## config.mk

```make
export PLATFORM = sky130hd
export DESIGN_NAME = tss_mul
export DESIGN_NICKNAME = d
export VERILOG_FILES = /design/src/sv/tss_pkg.sv /design/src/sv/tss_mul.sv
export SDC_FILE = /design/constraint.sdc
export NUM_CORES = 2
export LEC_CHECK = 0
export BUFFER_PORTS_ARGS = -buffer_cell sky130_fd_sc_hd__buf_4
export CORE_UTILIZATION = 30
export CTS_BUF_LIST = sky130_fd_sc_hd__clkbuf_16
export DETAILED_ROUTE_END_ITERATION = 10
export GPL_TIMING_DRIVEN = 1
export HOLD_SLACK_MARGIN = 0.03
export REMOVE_ABC_BUFFERS = 1
export SYNTH_ARGS = -nofsm -noshare
export SYNTH_HDL_FRONTEND = slang
export SYNTH_SLANG_ARGS = --single-unit
```

## constraint.sdc

```tcl
create_clock -name clk -period 18.1 [get_ports clk]
set_input_delay 1.81 -clock clk [delete_from_list [all_inputs] [get_ports clk]]
set_output_delay 1.81 -clock clk [all_outputs]
set_load 0.02 [all_outputs]
```

## src/sv/tss_pkg.sv

```systemverilog
// ----------------------------------------------------------------------------
// tss_pkg
// Shared types, constants and fixed-point helpers for the tridiagonal solver.
// ----------------------------------------------------------------------------
package tss_pkg;

  localparam int DW        = 48;
  localparam int FRAC_BITS = 32;
  localparam int MAX_ROWS  = 64;
  localparam int ROW_W     = $clog2(MAX_ROWS);
  localparam int CNT_W     = ROW_W + 1;
  localparam int MEM_W     = 2 * DW;

  localparam logic signed [DW-1:0] VAL_MAX = {1'b0, {(DW-1){1'b1}}};
  localparam logic signed [DW-1:0] VAL_MIN = {1'b1, {(DW-1){1'b0}}};

  // status codes
  localparam logic [1:0] ST_OK   = 2'd0;
  localparam logic [1:0] ST_OVF  = 2'd1;
  localparam logic [1:0] ST_ROWS = 2'd2;

  // result of an arithmetic unit
  typedef struct packed {
    logic                 done;
    logic                 ovf;
    logic signed [DW-1:0] val;
  } res_t;

  // magnitude of a signed value, full range fits unsigned
  function automatic logic [DW-1:0] mag(input logic signed [DW-1:0] v);
    mag = v[DW-1] ? (~v + 1'b1) : v;
  endfunction

  // apply sign to a magnitude, clip to the signed range
  function automatic res_t apply_sign(input logic [DW:0] m, input logic big,
                                      input logic neg);
    res_t r;
    r.done = 1'b0;
    if (neg) begin
      r.ovf = big || (m > {2'b01, {(DW-1){1'b0}}});
      r.val = r.ovf ? VAL_MIN : (~m[DW-1:0] + 1'b1);
    end else begin
      r.ovf = big || (m >= {2'b01, {(DW-1){1'b0}}});
      r.val = r.ovf ? VAL_MAX : m[DW-1:0];
    end
    apply_sign = r;
  endfunction

  // saturating subtract a - b
  function automatic res_t sat_sub(input logic signed [DW-1:0] a,
                                   input logic signed [DW-1:0] b);
    res_t       r;
    logic [DW:0] d;
    d      = {a[DW-1], a} - {b[DW-1], b};
    r.done = 1'b0;
    r.ovf  = d[DW] != d[DW-1];
    r.val  = r.ovf ? (d[DW] ? VAL_MIN : VAL_MAX) : d[DW-1:0];
    sat_sub = r;
  endfunction

endpackage

```

## src/sv/tss_mul.sv

```systemverilog
// ----------------------------------------------------------------------------
// tss_mul
// Fixed-point multiplier, four 24x24 partial products accumulated in turn.
// ----------------------------------------------------------------------------
module tss_mul (
  input  logic                        clk,
  input  logic                        rst_n,
  input  logic                        go,
  input  logic signed [tss_pkg::DW-1:0] a,
  input  logic signed [tss_pkg::DW-1:0] b,
  output tss_pkg::res_t               res
);
  import tss_pkg::*;

  localparam int HW   = DW / 2;
  localparam int ACCW = 2 * DW;

  logic            busy_r, busy_nxt;
  logic            fin_r, fin_nxt;
  logic [1:0]      cnt_r, cnt_nxt;
  logic            neg_r, neg_nxt;
  logic [DW-1:0]   ma_r, ma_nxt, mb_r, mb_nxt;
  logic [ACCW-1:0] acc_r, acc_nxt;
  res_t            res_r, res_nxt;
  logic [HW-1:0]   ah, bh;
  logic [DW-1:0]   pp;
  logic [7:0]      shamt;
  logic [ACCW-1:0] pshift;

  // partial product select
  always_comb begin
    ah     = cnt_r[0] ? ma_r[DW-1:HW] : ma_r[HW-1:0];
    bh     = cnt_r[1] ? mb_r[DW-1:HW] : mb_r[HW-1:0];
    pp     = DW'(ah) * DW'(bh);
    shamt  = 8'(HW) * (8'(cnt_r[0]) + 8'(cnt_r[1]));
    pshift = ACCW'(pp) << shamt;
  end

  // step control
  always_comb begin
    busy_nxt = busy_r;
    fin_nxt  = 1'b0;
    cnt_nxt  = cnt_r;
    neg_nxt  = neg_r;
    ma_nxt   = ma_r;
    mb_nxt   = mb_r;
    acc_nxt  = acc_r;
    res_nxt  = res_r;
    res_nxt.done = 1'b0;
    if (go) begin
      busy_nxt = 1'b1;
      cnt_nxt  = 2'd0;
      neg_nxt  = a[DW-1] ^ b[DW-1];
      ma_nxt   = mag(a);
      mb_nxt   = mag(b);
      acc_nxt  = '0;
    end else if (busy_r) begin
      acc_nxt = acc_r + pshift;
      cnt_nxt = cnt_r + 2'd1;
      if (cnt_r == 2'd3) begin
        busy_nxt = 1'b0;
        fin_nxt  = 1'b1;
      end
    end else if (fin_r) begin
      res_nxt = apply_sign(acc_r[FRAC_BITS +: DW+1],
                           |acc_r[ACCW-1:FRAC_BITS+DW+1], neg_r);
      res_nxt.done = 1'b1;
    end
  end

  always_ff @(posedge clk) begin
    if (!rst_n) begin
      busy_r       <= 1'b0;
      fin_r        <= 1'b0;
      res_r.done   <= 1'b0;
    end else begin
      busy_r       <= busy_nxt;
      fin_r        <= fin_nxt;
      res_r.done   <= res_nxt.done;
    end
    cnt_r     <= cnt_nxt;
    neg_r     <= neg_nxt;
    ma_r      <= ma_nxt;
    mb_r      <= mb_nxt;
    acc_r     <= acc_nxt;
    res_r.ovf <= res_nxt.ovf;
    res_r.val <= res_nxt.val;
  end

  assign res = res_r;

endmodule

```

; Word-level counts from Yosys, hierarchy flattened
; Index checks and enable logic that the tools add are counted.
[word_totals]
register_bits = 247
latchBits = 0
ramBits = 0
mem_bits_ro = 0
input_bits = 99
memories = 0
[op_classes]
n_addsub = 6
multipliers = 2
div = 0
order_cmp = 2
n_eq_ne = 1
n_shift = 1
mux = 12
bitwise = 7
n_reduce_logical = 6
[ops]
columns = operator, n
row1 = $add A48 B1 Y48 const B, 3
row2 = $not A48 Y48, 3
row3 = $add A96 B96 Y96, 1
row4 = $mux W48, 2
row5 = $shl A48 B7 Y96, 1
row6 = $mux W47, 2
row7 = $mux W50, 1
row8 = $ge A49 B48 Y1 const B, 1
row9 = $gt A49 B48 Y1 const B, 1
row10 = $mux W49, 1
row11 = $mul A24 B24 Y48, 1
row12 = $mux W24, 2
row13 = $reduce_or A15 Y1, 1
row14 = $reduce_or A3 Y1, 2
row15 = $mul A2 B2 Y4 const A, 1
row16 = $mux W1, 4
row17 = $not A1 Y1, 3
row18 = $reduce_and A3 Y1, 1
row19 = $add A1 B1 Y2, 1
row20 = $add A2 B1 Y2 const B, 1
row21 = $eq A2 B2 Y1 const B, 1
row22 = $logic_or A1 B1 Y1, 2
row23 = $xor A1 B1 Y1, 1

; Logic depth before layout (Yosys ltp)
[depth]
word_depth = 5
ltp_mapped = 45

; Worst setup path after synthesis
; OpenSTA, ideal clock, no wires.
[synth_path]
path_type = register to register
start = register cnt_r[1]
end = register acc_r[95]
setup_time_ns = 0.123
arrival_ns = 10.826
required_time_ns = 17.977
slack_ns = 7.151
path_stages_with_launch = 44
cell_sequence = dfxtp_1 -> clkbuf_1 -> clkbuf_1 -> buf_1 -> mux2i_1 -> clkbuf_1 -> nor2_1 -> fa_1 -> fa_1 -> inv_1 -> fa_1 -> inv_1 -> fa_1 -> inv_1 -> fa_1 -> inv_1 -> fa_1 -> inv_1 -> [8 not listed] -> or4_1 -> a21o_1 -> a31oi_1 -> xnor2_1 -> a211oi_1 -> o32ai_1 -> ha_1 -> a21oi_1 -> o21ai_0 -> a221oi_1 -> nand3_1 -> nor4_1 -> o21ai_1 -> a31oi_1 -> o21ai_1 -> o21ai_1 -> mux2i_1 -> mux2_1
[synth_between]
elab_chain_cells = 4
elab_cells_between_ends = 6
cone_classes = 2 x add/sub / 2 x mul / 1 x shift / 1 x mux
[synth_lines]
columns = item, line_no
row1 = start: declaration, tss_mul.sv:20  ; logic [1:0] cnt_r, cnt_nxt;
row2 = start signal: assignment, tss_mul.sv:81  ; cnt_r <= cnt_nxt;
row3 = $mux W24 / $add A1 B1 Y2 (equally long branches), "tss_mul.sv:33, tss_mul.sv:35"
row4 = $mul A24 B24 Y48 / $mul A2 B2 Y4 (equally long branches), "tss_mul.sv:34, tss_mul.sv:35"
row5 = $shl A48 B7 Y96 *, tss_mul.sv:36  ; pshift = ACCW'(pp) << shamt;
row6 = $add A96 B96 Y96 *, tss_mul.sv:58  ; acc_nxt = acc_r + pshift;
row7 = end signal: assignment, tss_mul.sv:85  ; acc_r <= acc_nxt;
row8 = end: declaration, tss_mul.sv:23  ; logic [ACCW-1:0] acc_r, acc_nxt;
; Every way passes the cells marked *; elsewhere a longest branch is shown, timed or not.
; A chain may end at the register's enable or synchronous reset.

; Worst setup path in the final report
[layout_path]
start = register cnt_r[0]
end = register acc_r[95]
[layout_between]
elab_chain_cells = 4
elab_cells_between_ends = 6
cone_classes = 2 x add/sub / 2 x mul / 1 x shift / 1 x mux
[layout_lines]
columns = item, line_no
row1 = $mux W24 / $add A1 B1 Y2 (equally long branches), "tss_mul.sv:32, tss_mul.sv:35"
row2 = $mul A24 B24 Y48 / $mul A2 B2 Y4 (equally long branches), "tss_mul.sv:34, tss_mul.sv:35"
row3 = $shl A48 B7 Y96 *, tss_mul.sv:36
row4 = $add A96 B96 Y96 *, tss_mul.sv:58
; Marks and branches as above.

==> flow_summary.ini <==
[worst_setup_path]
cp-startpoint = cnt_r[0]
cp_data_arrival_time_ns = 13.85
reg2reg_depth = 38
crit_type = reg2reg
crit_path_end_kind = flip-flop
cp.required_ns = 18.64
critPathMaxStageDelay_ns = 1.12
worst_setup_path_start_kind = flip-flop
cp_common_cell = fa_1
rr_startpoint = cnt_r[0]
slowest_stage = mux2i_1
crit_end = acc_r[95]
regToRegEndpoint = acc_r[95]
critPathMaxFanout = 48
rrSetupSlack_ns = 4.79

[yosys]
synth.cell_area_um2 = 38720
yosysMostFrequentCell = inv_1
synth_area_leaders = fa_1 (25%), edfxtp_1 (11%), ha_1 (8.9%)
synth_edf_count = 146
ys_ff_latch = 247
yosysSeqAreaShare_pct = 16.55
synth_common_cells = inv_1 (636), nand2_1 (577), fa_1 (483)
yosys.area.top_type = fa_1
yosysUniqueCellTypes = 92
post_synth.cell_area_avg_um2 = 8.417
synth-main-ff-cell = edfxtp_1
async_flop_share_pct = 0
syn-instance-count = 4600
synth_top_area_share_pct = 24.97
ys_warn_count = 0

[timing]
final-hold-violation-count = 0
period_minus_slack_ns = 13.31
post-route-period-util_pct = 73.56
setup_slack_ns = 4.786
tns_ns = 0
worst_slew_pin_slew_ns = 1.305
fin_skew_ns = 0.05483
final-setup-viol-count = 0
maxSlewViolCount = 0
hold_slack_ns = 0.4698
rsz0062_at_grt = no
max_freq_mhz = 75.11
max-slew-margin-rel_pct = 10.50

[clocking]
cts_tree = done
cts_root_buffer = clkbuf_16
clk_latency_ns = 0.66
cts.clk_slew.worst_paths_ns = 0.06
clock_path_buffers = 3
post_cts_buffers = 0
cts_resized = 0
cts.sinks = 247
cts_buffers = 30
cts_hold_buf = 0
cts_max_level = 1

[routing]
postRouteAntennaNets = 0
firstDrtPassIters = 6
avgRoutedWirePerCell_um = 21.17
drc = 0
drt_wl_total_mm = 133.0
drt_iter0_markers = 2762
via_per_inst = 5.360
vias = 33680

[finish]
final_area_um2 = 42460
syn_to_final_growth_pct = 9.666
fillers = 13380
drive_gt1_share_pct = 8.355
nNetsFinal = 5454

[floorplanning]
die_h_um = 361.2
start_util_pct = 30.28
num_io_pins = 149
dieArea_um2 = 130500
rows = 131
chipWidth_um = 361.2
core_area_um2 = 127800

[placement]
place_ws_ns = 4.994
io_buffer_count = 148
placed_cell_area_um2 = 41460
gp_congestion = 0.9583
post-dp-hpwl_mm = 105.7

[status]
status = complete, no violations

[global_route]
grt_pass1_wl_mm = 202.3
antenna_found_initial = 4
grt_max_degree = 140
overflow = 0
grt_use_total_pct = 20.03
first_global_vias = 33290

[min_path]
hp-class = reg2reg

[job]
max_cap_violations = 0
-- state kept, by name, summed over array words and instances, names as in the netlist --
name and cells:
mb_r 48, cnt_r 2, fin_r 1, busy_r 1, neg_r 1, acc_r 96, ma_r 48, res 50
-- cells by family (layout without fill, tap and decap cells) --
| family | Yosys count | count (layout) | synth area share, % |
|---|---|---|---|
| xor+xnor | 222 | 222 | 5.022 |
| buf+inv | 879 | 899 | 8.667 |
| compound gates | 892 | 892 | 15.05 |
| simple gates | 1444 | 1444 | 16.59 |
| flops | 247 | 247 | 16.55 |
| mux | 158 | 158 | 4.263 |
| other cells | 0 | 1 | 0 |
| fa+ha+maj | 758 | 758 | 33.86 |
-- worst min-delay path by stage --
stage / startpoint / to / cells after the start
2_1_floorplan: acc_r[28] / acc_r[28] / 2
3_3_place_gp: acc_r[28] / acc_r[28] / 2
3_5_place_dp: acc_r[28] / acc_r[28] / 2
4_1_cts: acc_r[28] / acc_r[28] / 2
5_1_grt: acc_r[28] / acc_r[28] / 2
6_report: acc_r[28] / acc_r[28] / 2
-- stage by stage --
stage / instances / util, %
after floorplan: 4360 / -
after global placement: 6227 / 32.43
after detailed placement: 6227 / 32.43
after CTS: 6282 / 33.21
after global routing: 6282 / 33.21
final: 6283 / 33.21
-- critical path: cells and delay by family, from the launching register on --
family                   cells  cell delay, ns
AO/OA/AOI/OAI               14            3.95
XOR/XNOR                     1            0.24
adder cells (fa/ha/maj)      9            4.44
buffers and inverters        5            0.82
flip-flops                   1            0.38
multiplexers                 3            1.64
AND/OR/NAND/NOR              6            1.61
-- final cells by class --
| type | count | area (um2) | share of cell area, % |
|---|---|---|---|
| Antenna cell | 1 | 2.502 | 0.005894 |
| Clock buffer | 30 | 750.7 | 1.768 |
| Clock inverter | 25 | 241.5 | 0.5687 |
| Inverter | 639 | 2401 | 5.655 |
| Multi-Input combinational cell | 3474 | 29020 | 68.34 |
| Sequential cell | 247 | 6412 | 15.10 |
| Tap cell | 1662 | 2079 | 4.898 |
| Timing Repair Buffer | 205 | 1555 | 3.663 |
-- layout by cell type (no fill, tap or decap), types with 34 or more instances in the layout --
cell type / n
edfxtp_1: 146
nor2_1: 478
buf_4: 203
a21o_1: 88
dfxtp_1: 98
xnor2_1: 158
fa_1: 483
mux2i_1: 91
nand2_1: 577
ha_1: 274
nand3_1: 44
nand4_1: 47
or3_1: 34
inv_1: 640
nor3_1: 62
o31ai_1: 46
xor2_1: 64
mux2_2: 54
o21ai_0: 213
a21oi_1: 225
o311ai_1: 41
-- per-layer routing --
| layer | global-route usage [%] | up-vias | part of all wire (%) |
|---|---|---|---|
| li1 | - | 15370 | - |
| met1 | 27.55 | 16760 | 43 |
| met2 | 32.54 | 1323 | 46 |
| met3 | 2.811 | 224 | 7.5 |
| met4 | 5.749 | 4 | 2.9 |
| met5 | 0 | - | 0.017 |
Power is not shown: default switching activity piles up to over one toggle a cycle in this logic, so the estimate is an artifact.
